[src/hw/rtl/mhpq_pkg.sv]
// shared types and constants of the max-heap priority queue
package mhpq_pkg;

	localparam int VALUE_W     = 32;
	localparam int TOTAL_W     = 8;
	localparam int STATUS_W    = 2;
	localparam int QUEUE_DEPTH = 2;

	typedef logic signed [VALUE_W-1:0] value_t;

	// request kinds as they arrive on req_type
	localparam logic REQ_PUSH = 1'b0;
	localparam logic REQ_POP  = 1'b1;

	// status codes of a result
	localparam logic [STATUS_W-1:0] STATUS_OK    = 2'd0;
	localparam logic [STATUS_W-1:0] STATUS_FULL  = 2'd1;
	localparam logic [STATUS_W-1:0] STATUS_EMPTY = 2'd2;

	// classified operation handed from front to back
	typedef enum logic [1:0] {
		OP_PUSH,
		OP_POP,
		OP_REJECT_FULL,
		OP_REJECT_EMPTY
	} op_t;

	typedef struct packed {
		op_t    op;
		value_t value;
	} request_t;

endpackage

[src/hw/rtl/mhpq_front.sv]
// request intake: accepts requests and classifies them against a running count
module mhpq_front #(
	parameter int CAPACITY = 128
) (
	input  logic                   clk,
	input  logic                   arst_n,
	input  logic                   start,
	input  logic                   req_type,
	input  mhpq_pkg::value_t       push_value,
	input  logic                   q_full,
	output logic                   busy,
	output logic                   q_push,
	output mhpq_pkg::request_t     q_req
);

	localparam int CNT_W = $clog2(CAPACITY + 1);

	logic [CNT_W-1:0] shadow_count_q;
	logic             accept;

	assign busy   = q_full;
	assign accept = start && !q_full;
	assign q_push = accept;

	// classify against the count the heap will hold once earlier requests finish
	always_comb begin
		q_req.value = push_value;
		unique case (req_type)
			mhpq_pkg::REQ_PUSH: begin
				if (shadow_count_q >= CNT_W'(CAPACITY)) begin
					q_req.op = mhpq_pkg::OP_REJECT_FULL;
				end else begin
					q_req.op = mhpq_pkg::OP_PUSH;
				end
			end
			default: begin
				if (shadow_count_q == '0) begin
					q_req.op = mhpq_pkg::OP_REJECT_EMPTY;
				end else begin
					q_req.op = mhpq_pkg::OP_POP;
				end
			end
		endcase
	end

	always_ff @(posedge clk or negedge arst_n) begin
		if (!arst_n) begin
			shadow_count_q <= '0;
		end else if (accept) begin
			if (q_req.op == mhpq_pkg::OP_PUSH) begin
				shadow_count_q <= shadow_count_q + CNT_W'(1);
			end else if (q_req.op == mhpq_pkg::OP_POP) begin
				shadow_count_q <= shadow_count_q - CNT_W'(1);
			end
		end
	end

endmodule

[config.mk]
export PLATFORM = sky130hd
export DESIGN_NAME = mhpq_front
export DESIGN_NICKNAME = d
export VERILOG_FILES = /design/src/hw/rtl/mhpq_pkg.sv /design/src/hw/rtl/mhpq_front.sv
export SDC_FILE = /design/constraint.sdc
export NUM_CORES = 1
export LEC_CHECK = 0
export ABC_CLOCK_PERIOD_IN_PS = 2260
export BUFFER_PORTS_ARGS = -buffer_cell sky130_fd_sc_hd__buf_2
export CAP_MARGIN = 20
export CORE_MARGIN = 1
export CORE_UTILIZATION = 38
export DETAILED_ROUTE_END_ITERATION = 10
export PLACE_DENSITY = 0.85
export REMOVE_ABC_BUFFERS = 1
export SLEW_MARGIN = 15
export SYNTH_ARGS = -nofsm -noshare
export SYNTH_HDL_FRONTEND = slang
export SYNTH_SLANG_ARGS = --single-unit
[constraint.sdc]
create_clock -name clk -period 2.26 [get_ports clk]
set_input_delay 0.565 -clock clk [delete_from_list [all_inputs] [get_ports clk]]
set_output_delay 0.565 -clock clk [all_outputs]
set_load 0.02 [all_outputs]
# Word level (Yosys, flattened, before mapping)
# Index checks and enable logic that the tools add are counted.
word_totals:
  register_bits: 8
  input_bits: 37
op_classes:
  addsub: 2
  order_cmp: 1
  n_eq_ne: 1
  n_mux: 5
  n_reduce_logical: 6
ops:
  columns: ["op", "count"]
  rows:
  - ["8-bit two-way mux", 2]
  - ["8-bit by 1-bit adder with 8-bit output (second input constant)", 1]
  - ["8-bit greater-or-equal comparator (second input constant)", 1]
  - ["8-bit zero test", 1]
  - ["8-bit by 1-bit subtractor with 8-bit output (second input constant)", 1]
  - ["2-bit two-way mux", 3]
  - ["2-bit by 1-bit == test with 1-bit output (second input constant)", 1]
  - ["2-bit zero test", 1]
  - ["2-bit AND reduction", 1]
  - ["2-bit nonzero test", 1]
  - ["1-bit logical AND", 1]
  - ["1-bit zero test", 1]

# Logic depth before layout (Yosys ltp)
depth:
  ltp_word: 6
  ltp_mapped: 9
  ltp_nobuf: 8

# Least setup slack after synthesis
# No wires, ideal clock.
synth_path:
  path_type: "input-to-reg"
  from: "input req_type"
  to: "register shadow_count_q[6]"
  setup_ns: 0.126
  arrival_ns: 1.873
  t_required_ns: 2.134
  setup_slack_ns: 0.261
  stages: 9
  cell_sequence: "nor2_2 buf_4 xnor2_1 ha_1 a311oi_1 o22ai_1 a21oi_1 xor2_1 o21ai_0"
synth_between:
  elab_chain_len: 4
synth_rtl:
  columns: ["item", "line_no", "rtl"]
  rows:
  - ["from (decl)", "mhpq_front.sv:8", "input logic req_type,"]
  - ["2-bit two-way mux *", "mhpq_front.sv:28", "unique case (req_type)"]
  - ["2-bit by 1-bit == test with 1-bit output or 2-bit zero test (tied branches)", "mhpq_front.sv:52, mhpq_front.sv:50", null]
  - ["2-bit nonzero test (no line)", null, null]
  - ["2-bit AND reduction (no line)", null, null]
  - ["to (signal assigned)", "mhpq_front.sv:51", "shadow_count_q <= shadow_count_q + CNT_W'(1);"]
  - ["to (signal assigned)", "mhpq_front.sv:53", "shadow_count_q <= shadow_count_q - CNT_W'(1);"]
  - ["to (decl)", "mhpq_front.sv:18", "logic [CNT_W-1:0] shadow_count_q;"]
# Mark *: on every way between the ends. The rest lies on a longest branch, timed or not.
# A chain may end at the register's enable or synchronous reset.

# Worst setup path after layout
layout_path:
  from: "register shadow_count_q[7]"
  to: "register shadow_count_q[7]"
layout_between:
  elab_chain_len: 6
layout_rtl:
  columns: ["item", "line_no"]
  rows:
  - ["8-bit greater-or-equal comparator or 8-bit zero test (tied branches)", "mhpq_front.sv:30, mhpq_front.sv:37"]
  - ["2-bit two-way mux, on equally long branches", "mhpq_front.sv:30, mhpq_front.sv:37"]
  - ["2-bit two-way mux", "mhpq_front.sv:28"]
  - ["2-bit by 1-bit == test with 1-bit output or 2-bit zero test (tied branches)", "mhpq_front.sv:52, mhpq_front.sv:50"]
  - ["2-bit nonzero test (no line)", null]
  - ["2-bit AND reduction (no line)", null]
# Parallel ways exist; a longest one is shown, timed or not. The select of a mux whose other input is x is not followed.

==> impl_metrics.toml <==
[outcome]
outcome = "finished, final reports clean"

[layout]
nNetsFinal = 117
layout_common_cells = "8 x buf_2, 8 x dfrtp_1, 6 x nor2_1, 5 x a21oi_1"
stdcell_area_sq_um = 691
top_register = "shadow_count_q"
fillerInstances = 223
diodes = 0
largest_reg_flops = 8
drive_above_1_share = 0.267
area_delta_synth_final_pct = -20.1
reg_top3 = "shadow_count_q x8"

[clocking]
ctsResizeCount = 0
cts_setup_buffers = 0
hold_buffers = 0
cts_root_buf = "clkbuf_4"
cts_tree = "yes"
cts_made_buffers = 3
clk_latency_ps = 250
htree_levels = 1
cts.clk_slew.worst_paths_ps = 50
clock-sinks = 8
cts.path.max_buffers = 2

[logic_synthesis]
syn_inst = 99
synth_area_sq_um = 865
yosys.area.top_type = "buf_4"
synth-seq-area-share = 0.232
synth.top_cell.area_share = 0.321
ys_ff_latch = 8
synth_area_leaders = "buf_4 32%, dfrtp_1 23%, ha_1 4.3%"
synth_cell_types = 31
yosys_warnings = 0
avgSynthCellArea_sq_um = 8.73

[floorplan]
die_area_sq_um = 2470
io_pins = 73
coreArea_sq_um = 2040
die_w_um = 49.7
die_h_um = 49.7
rows = 16
start_util = 0.423

[power_and_ir_drop]
seq_power_share = 0.394
power_frac_comb = 0.488
p_sw_frac = 0.442
p_switching_mw = 0.389
power_density_nw_per_um2 = 1270
ir_drop_uv = 575
internal_power_mw = 0.492
p_clk_frac = 0.118
leakagePower_nw = 0.289

[global_routing]
groute.usage.overall = 0.202
grt_max_degree = 10
antenna_found_initial = 0
grt_pass1_vias = 564
grt_pass1_wl_um = 3420
grt.overflow.total = 0

[placement]
routabilityCongestion = 0.813
io_buffer_count = 8
dpl-instance-area_sq_um = 668
dp_hpwl_um = 2010

[drt]
drc = 0
first_pass_iters = 4
wl_per_cell_um = 23.0
wl_um = 2350
drtIter0Drc = 7
routed_via_density = 5.60
ant_nets = 0
vias = 571

[sta]
max_freq_mhz = 493
setup_violations = 0
hold_viol_final = 0
fin_crit_sh = 0.897
tns_ps = 0
max-slew-margin-rel = 0.778
fin_skew_ps = 4.99
fin_crit_ps = 2030
tightest_slew_ps = 333
slew_violations = 0
grt_setup_unrepaired = "false"

[worst_setup_path]
critical_path_class = "register to register"
r2r.worst_path.cells = 6
endpoint_kind = "register"
rrSetupSlack_ps = 230
critPathArrivalTime_ps = 2150
crit-reg2reg-launch = "shadow_count_q[7]$_DFFE_PN0P_"
required_ps = 2380
cp_max_fo = 8
crit_path_start_kind = "register"
r2r_end = "shadow_count_q[7]$_DFFE_PN0P_"

[run]
maxCapViolations = 0

[worst_hold_path]
holdCritPathClass = "input port to async pin"
[critical path, stage by stage, from the launching register on]
cell       delay (ps)
dfrtp_1           430
nor2_2            320
buf_4             200
nor2_1             60
a221o_1           380
a2111oi_2         400
xnor2_1           120
[cells by family (layout without fill, tap and decap cells)]
| logic type | count (synthesis) | count (layout) | synth area share |
|---|---|---|---|
| mux | 1 | 1 | 0.0130 |
| fa+ha+maj | 3 | 3 | 0.0434 |
| flops | 8 | 8 | 0.232 |
| buf+inv | 42 | 18 | 0.360 |
| simple gates | 23 | 23 | 0.151 |
| compound gates | 14 | 14 | 0.120 |
| xor+xnor | 8 | 8 | 0.0810 |
[worst max path at each step]
stage                                       start                       endpoint  cells after the start
floorplan                                req_type  shadow_count_q[6]$_DFFE_PN0P_                      8
global placement                         req_type  shadow_count_q[6]$_DFFE_PN0P_                      9
detailed placement                       req_type  shadow_count_q[6]$_DFFE_PN0P_                      9
CTS                 shadow_count_q[7]$_DFFE_PN0P_  shadow_count_q[6]$_DFFE_PN0P_                      8
global route        shadow_count_q[7]$_DFFE_PN0P_  shadow_count_q[6]$_DFFE_PN0P_                      8
finish              shadow_count_q[7]$_DFFE_PN0P_  shadow_count_q[7]$_DFFE_PN0P_                      6
[cell usage after synthesis]
cell / instances
mux2_2: 1
nor4_1: 2
and2b_1: 1
nand4_1: 1
o21ai_0: 1
dfrtp_1: 8
xnor2_1: 4
a21boi_0: 1
o21a_1: 1
buf_4: 37
nor2_1: 6
nand3_1: 1
nor3_1: 4
a32o_1: 1
nand2b_1: 1
a32oi_1: 1
and4_4: 1
nor3_2: 1
or3_1: 1
nand2_1: 2
inv_1: 3
a221o_1: 1
nor4b_1: 1
o22ai_1: 1
buf_6: 2
xor2_1: 4
nor2_2: 1
a311oi_1: 1
ha_1: 3
a2111oi_2: 1
a21oi_1: 5
[per-stage QoR]
stage,std cells,worst slack [ps],util,hold WS (ps),power [mW]
floorplan,60,171,-,269,0.649
global placement,99,78.5,0.327,411,0.763
detailed placement,99,19.9,0.327,416,0.782
CTS,102,223,0.338,146,0.892
global route,102,48.6,0.338,148,0.977
finish,102,233,0.338,151,0.880
[per-layer routing]
metal  track usage  wire length (um)  vias up
met5             0                 0        -
met3         0.244               566        0
met4        0.0286                 0        0
met2         0.245               917       51
met1         0.225               864      262
li1              -                 -      258
[power by group through the flow]
stage | Combinational [mW] | Clock (mW) | Sequential (mW)
after global routing | 0.493 | 0.118 | 0.365
after detailed placement | 0.435 | 0 | 0.347
after CTS | 0.437 | 0.110 | 0.345
final | 0.430 | 0.104 | 0.347
after floorplan | 0.338 | 0 | 0.311
after global placement | 0.422 | 0 | 0.341
[cell type report]
cell class,count,area (sq um),area share
Sequential cell,8,200,0.290
Timing Repair Buffer,12,70.1,0.101
Inverter,3,11.3,0.0163
Clock buffer,3,22.5,0.0326
Tap cell,27,33.8,0.0489
Multi-Input combinational cell,49,353,0.511
Note: power is estimated with default switching activity, not from simulation.
