$ cat src/hw/rtl/mhpq_pkg.sv
// shared types and constants of the max-heap priority queue
package mhpq_pkg;

	localparam int VALUE_W     = 32;
	localparam int TOTAL_W     = 8;
	localparam int STATUS_W    = 2;
	localparam int QUEUE_DEPTH = 2;

	typedef logic signed [VALUE_W-1:0] value_t;

	// request kinds as they arrive on req_type
	localparam logic REQ_PUSH = 1'b0;
	localparam logic REQ_POP  = 1'b1;

	// status codes of a result
	localparam logic [STATUS_W-1:0] STATUS_OK    = 2'd0;
	localparam logic [STATUS_W-1:0] STATUS_FULL  = 2'd1;
	localparam logic [STATUS_W-1:0] STATUS_EMPTY = 2'd2;

	// classified operation handed from front to back
	typedef enum logic [1:0] {
		OP_PUSH,
		OP_POP,
		OP_REJECT_FULL,
		OP_REJECT_EMPTY
	} op_t;

	typedef struct packed {
		op_t    op;
		value_t value;
	} request_t;

endpackage

$ cat src/hw/rtl/mhpq_queue.sv
// short request queue between intake and heap engine
module mhpq_queue (
	input  logic               clk,
	input  logic               arst_n,
	input  logic               push,
	input  mhpq_pkg::request_t push_req,
	input  logic               pop,
	output mhpq_pkg::request_t head,
	output logic               full,
	output logic               empty
);

	localparam int PTR_W = $clog2(mhpq_pkg::QUEUE_DEPTH);
	localparam int CNT_W = $clog2(mhpq_pkg::QUEUE_DEPTH + 1);

	mhpq_pkg::request_t slot_q [mhpq_pkg::QUEUE_DEPTH];
	logic [PTR_W-1:0]   wr_ptr_q;
	logic [PTR_W-1:0]   rd_ptr_q;
	logic [CNT_W-1:0]   fill_q;
	logic               do_push;
	logic               do_pop;

	assign full    = (fill_q == CNT_W'(mhpq_pkg::QUEUE_DEPTH));
	assign empty   = (fill_q == '0);
	assign do_push = push && !full;
	assign do_pop  = pop && !empty;
	assign head    = slot_q[rd_ptr_q];

	always_ff @(posedge clk) begin
		if (do_push) begin
			slot_q[wr_ptr_q] <= push_req;
		end
	end

	always_ff @(posedge clk or negedge arst_n) begin
		if (!arst_n) begin
			wr_ptr_q <= '0;
			rd_ptr_q <= '0;
			fill_q   <= '0;
		end else begin
			if (do_push) begin
				if (wr_ptr_q == PTR_W'(mhpq_pkg::QUEUE_DEPTH - 1)) begin
					wr_ptr_q <= '0;
				end else begin
					wr_ptr_q <= wr_ptr_q + PTR_W'(1);
				end
			end
			if (do_pop) begin
				if (rd_ptr_q == PTR_W'(mhpq_pkg::QUEUE_DEPTH - 1)) begin
					rd_ptr_q <= '0;
				end else begin
					rd_ptr_q <= rd_ptr_q + PTR_W'(1);
				end
			end
			if (do_push && !do_pop) begin
				fill_q <= fill_q + CNT_W'(1);
			end else if (do_pop && !do_push) begin
				fill_q <= fill_q - CNT_W'(1);
			end
		end
	end

endmodule

$ cat config.mk
export PLATFORM = sky130hd
export DESIGN_NAME = mhpq_queue
export DESIGN_NICKNAME = d
export VERILOG_FILES = /design/src/hw/rtl/mhpq_pkg.sv /design/src/hw/rtl/mhpq_queue.sv
export SDC_FILE = /design/constraint.sdc
export NUM_CORES = 1
export LEC_CHECK = 0
export BUFFER_PORTS_ARGS = -buffer_cell sky130_fd_sc_hd__buf_2
export CAP_MARGIN = 10
export CORE_ASPECT_RATIO = 0.75
export CORE_MARGIN = 8
export CORE_UTILIZATION = 52
export CTS_CLUSTER_DIAMETER = 80
export DETAILED_ROUTE_END_ITERATION = 12
export PLACE_DENSITY_LB_ADDON = 0.1
export SETUP_SLACK_MARGIN = 0.05
export SLEW_MARGIN = 20
export SYNTH_ARGS = -nofsm -noshare
export SYNTH_HDL_FRONTEND = slang
export SYNTH_SLANG_ARGS = --single-unit
export TNS_END_PERCENT = 1
$ cat constraint.sdc
create_clock -name clk -period 3.57 [get_ports clk]
set_clock_uncertainty 0.15 [all_clocks]
set_input_delay 0.1785 -clock clk [delete_from_list [all_inputs] [get_ports clk]]
set_output_delay 0.1785 -clock clk [all_outputs]
set_load 0.1 [all_outputs]
Word level (Yosys, flattened, before mapping)

Memory sizes are Yosys's and may differ from the RTL's.
Cells that the tools add are included.
W data, S select, Z words.

RAM bits: 68
Memories: 1
Flip-flop bits (word level): 4
Output and inout bits: 36
Word-level logic and storage cells: 25
Input port bits: 38

Reduce and logical (&&, ||, !) cells: 10
Multiplexer cells: 6
Equality and inequality tests: 1
Add/sub/neg operators: 4

Memories:

| name   | depth | bits a word | read ports | clocked after Yosys merged registers in | write ports | line             | text |
|---|---|---|---|---|---|---|---|
| slot_q | 2     | 34          | 1          | 0                                       | 1           | mhpq_queue.sv:16 | `mhpq_pkg::request_t slot_q [mhpq_pkg::QUEUE_DEPTH];` |

Operators by type and width:

| operator              | count |
|---|---|
| $logic_and A1 B1 Y1   | 4 |
| $logic_not A1 Y1      | 4 |
| $mux W1               | 4 |
| $mux W2               | 2 |
| $add A1 B1 Y1 const B | 2 |
| $add A2 B1 Y2 const B | 1 |
| $eq A2 B2 Y1 const B  | 1 |
| $logic_not A2 Y1      | 1 |
| $reduce_bool A2 Y1    | 1 |
| $sub A2 B1 Y2 const B | 1 |

Longest topological paths before layout

Depth after elaboration: 7
Mapped depth: 7
Depth with buffers taken out: 7

Least setup slack after synthesis

OpenSTA, ideal clock, no wires.

Path type: reg-to-reg
Start point: reg fill_q[0]
End point: mem slot_q[0][0] in the netlist's numbering, enable pin
Cell stages (with the launch flop): 4
Required time: 2.995 ns
Period minus slack after synthesis: 2.661 ns
Data arrival time: 2.086 ns
Path slack: 0.909 ns
Cells stage by stage: dfrtp_1 nand2b_1 nand2_1 nor2_1

Longest elaborated chain between the ends: 5

RTL lines:

| what                          | line             | text |
|---|---|---|
| start: declaration            | mhpq_queue.sv:19 | `logic [CNT_W-1:0] fill_q;` |
| start signal: assignment      | mhpq_queue.sv:56 | `fill_q <= fill_q + CNT_W'(1);` |
| start signal: assignment      | mhpq_queue.sv:58 | `fill_q <= fill_q - CNT_W'(1);` |
| $eq A2 B2 Y1                  | mhpq_queue.sv:23 | `assign full = (fill_q == CNT_W'(mhpq_pkg::QUEUE_DEPTH));` |
| $logic_not A1 Y1              | mhpq_queue.sv:25 | `assign do_push = push && !full;` |
| $logic_and A1 B1 Y1           | mhpq_queue.sv:25 |  |
| $mux W1                       | mhpq_queue.sv:30 | `if (do_push) begin` |
| $mux W1 (implied by the code) | mhpq_queue.sv:31 | `slot_q[wr_ptr_q] <= push_req;` |
| end: declaration              | mhpq_queue.sv:16 |  |

Every way passes these cells.

==> reports/qor.csv <==
stage,metric,value,unit
run_status,outcome,"complete, no violations",
critical_path,critical path capture point type,output port,
detailed_routing,vias per cell,4.572,
synthesis,distinct cell type count of the synthesized netlist,15,
synthesis,synth warn,0,
final_layout,ant diodes,0,
global_route,initial antenna violation count,0,
critical_path,crit path cell chain,mux2_4 -> buf_2,
critical_path,Critical Path RT,3.24,ns
synthesis,top-count cell post-synth,edfxtp_1,
synthesis,Post-synth EDFFs,68,
placement,PortBufs,73,
synthesis,syn_nets,164,
critical_path,slowest CP cell,dfrtp_2,
critical_path,WP data arrival,2.15,ns
final_layout,share of layout cells above drive strength 1,49.39,%
die,row count,23,
global_route,vias in the first global route,1644,
synthesis,leading area contributor after synthesis,edfxtp_1,
detailed_routing,vias,1463,
die,die height,79.57,um
clocking,clock latency on the worst-skew pair,0.33,ns
sta,Max Freq,0.4027,GHz
placement,gp weighted congestion,0.6615,
placement,cell count after placement,269,
critical_path,CP max stage delay,1.07,ns
detailed_routing,DRC,0,
die,# IOs,74,
die,initial core utilization,53.20,%
critical_path,stages on the worst setup path,2,
clocking,clk root buf,clkbuf_8,
clocking,H-Tree Depth,3,
die,die width,100.8,um
clocking,CTS tree,yes,
synthesis,Syn Inst Count,125,
detailed_routing,Post-Route WL,5.195,mm
die,Die ar.,8017,um^2
synthesis,Post-synth top cells,"edfxtp_1, mux2_4, mux2_2",
global_route,first-pass GRT wire length,7.997,mm
synthesis,"Cell Area, Synth",2801,um^2
sta,endpoints failing setup,0,
final_layout,Fill cells,326,
clocking,Clock transition at path regs,0.06,ns
sta,worst slew pin tran,1.059,ns
sta,setup TNS,0,ns
synthesis,predominant post-synthesis flop cell,edfxtp_1,
clocking,TritonCTS Buffers,9,
critical_path,crit path kind,flip-flop to output port,
final_layout,"non-filler cells, final",320,
placement,DPL Wire Length,3.278,mm
critical_path,Critical Path Start Type,flip-flop,
final_layout,final-stage net count,279,
sta,crit path time final,2.483,ns
sta,Rel. slew slack,29.38,%
detailed_routing,drt pass-1 iters,4,
global_route,grt ovf,0,
synthesis,Avg Inst Size Synth,22.41,um^2
critical_path,FF-to-FF path depth,3,
synthesis,"Seq/Total Area, Yosys",76.46,%
clocking,Longest Clk Path Bufs,2,
die,Core Area,5266,um^2
synthesis,Post-synth ARST share,5.556,%
global_route,largest net degree at the start of global routing,36,
synthesis,"top cells by area, synth","edfxtp_1, mux2_4, dfrtp_1",
critical_path,"CP delay by family, top",flip-flops,
worst_hold_path,Tightest Hold Check Type,input port to async pin,
run,Max Cap Violations,0,
synthesis,synthesized flop and latch total,72,
critical_path,crit path max fanout,35,
detailed_routing,Avg WL per Cell,16.23,um
detailed_routing,Post-DRT Antenna Nets,0,
final_layout,synthesis-to-layout area growth,33.94,%
sta,"Slew Viols, Final",0,
clocking,CTS sink count,72,
sta,period utilisation layout,69.56,%
critical_path,Worst Path Buf+Inv,1,
synthesis,Synth top area share,72.89,%
detailed_routing,Starting DRT DRC Count,54,
sta,unrepaired setup endpoints after global routing,false,
clocking,post_cts resized,0,
sta,count of final hold-check violations,0,
global_route,total global-route track usage,13.63,%
cell usage in the layout, fill, tap and decap left out:
cell type / netlist / routed
bufinv_16: 0 / 2
xnor2_1: 3 / 3
nor2_1: 3 / 2
nor2_4: 0 / 1
clkbuf_8: 0 / 9
mux2_2: 5 / 5
nand2b_1: 1 / 1
buf_2: 0 / 73
inv_1: 2 / 2
clkinv_1: 0 / 3
dlygate4sd3_1: 0 / 35
dfrtp_2: 0 / 1
edfxtp_1: 68 / 68
o21ai_1: 1 / 1
xor2_1: 2 / 2
and3_2: 0 / 1
clkbuf_1: 0 / 2
dfrtp_1: 4 / 3
nand2_1: 1 / 1
mux2_4: 29 / 29
ha_1: 1 / 1
cell families after synthesis:
kind of cell    share of synthesized area [%]
flops                                   76.46
mux                                     17.55
buf+inv                                 2.814
simple gates                           0.9827
xor+xnor                                1.563
compound gates                         0.1785
fa+ha+maj                              0.4466
worst paths after layout:
check	from	to	slack, ns
max	rd_ptr_q$_DFFE_PN0P_	head[7]	1.09
min	arst_n	wr_ptr_q$_DFFE_PN0P_	0.03
max reg2reg	fill_q[0]$_DFFE_PN0P_	slot_q[0][30]$_DFFE_PP_	1.54
min reg2reg	fill_q[1]$_DFFE_PN0P_	fill_q[1]$_DFFE_PN0P_	0.40
max in group asynchronous	arst_n	rd_ptr_q$_DFFE_PN0P_	3.11
min in group clk	pop	rd_ptr_q$_DFFE_PN0P_	0.05
flip-flops by register name, indices dropped and copies added, names as in the netlist:
signal and flops:
slot_q 68, fill_q 2, rd_ptr_q 1, wr_ptr_q 1
final cells by class:
class / count / area (um^2) / share of cell area [%]
clock inverter: 5 / 71.32 / 1.901
sequential: 72 / 2143 / 57.12
tap: 75 / 93.84 / 2.501
timing repair buffer: 108 / 715.7 / 19.07
inverter: 2 / 7.507 / 0.2001
clock buffer: 11 / 131.4 / 3.501
multi-input combinational: 47 / 589.3 / 15.71
routing by layer:
layer  up-vias  routed length, um  global-route usage (%)
met5         -                  0                       0
met3         7                380                   6.446
met1       696               1958                   12.53
met2        51               2791                   24.93
met4         0                 64                   6.466
li1        709                  -                       -
timing repair:
item,4_1_cts,5_1_grt
hold endpoints to repair,72,0
buffers inserted,0,0
hold buffers,35,0
per-stage QoR:
stage / hold slack, ns / utilization (%) / worst slack [ns] / cell area (um^2)
3_5_place_dp: -0.1639 / 60.75 / 1.429 / 3199
2_1_floorplan: -0.2671 / - / 0.9086 / 2801
6_report: 0.03030 / 71.25 / 1.087 / 3752
5_1_grt: 0.03092 / 71.25 / 0.9988 / 3752
3_3_place_gp: -0.1694 / 60.75 / 1.444 / 3199
4_1_cts: 0.02903 / 71.25 / 1.056 / 3752
worst register-to-register path, cell delays in order, from the launching register on:
cell and delay [ns]:
dfrtp_1 0.43, nand2b_1 0.16, nand2_1 0.13, nor2_4 0.77
Power is left out: the tool's default activity adds up to more than one toggle a clock period on the data nets, which glitch-free logic cannot reach.
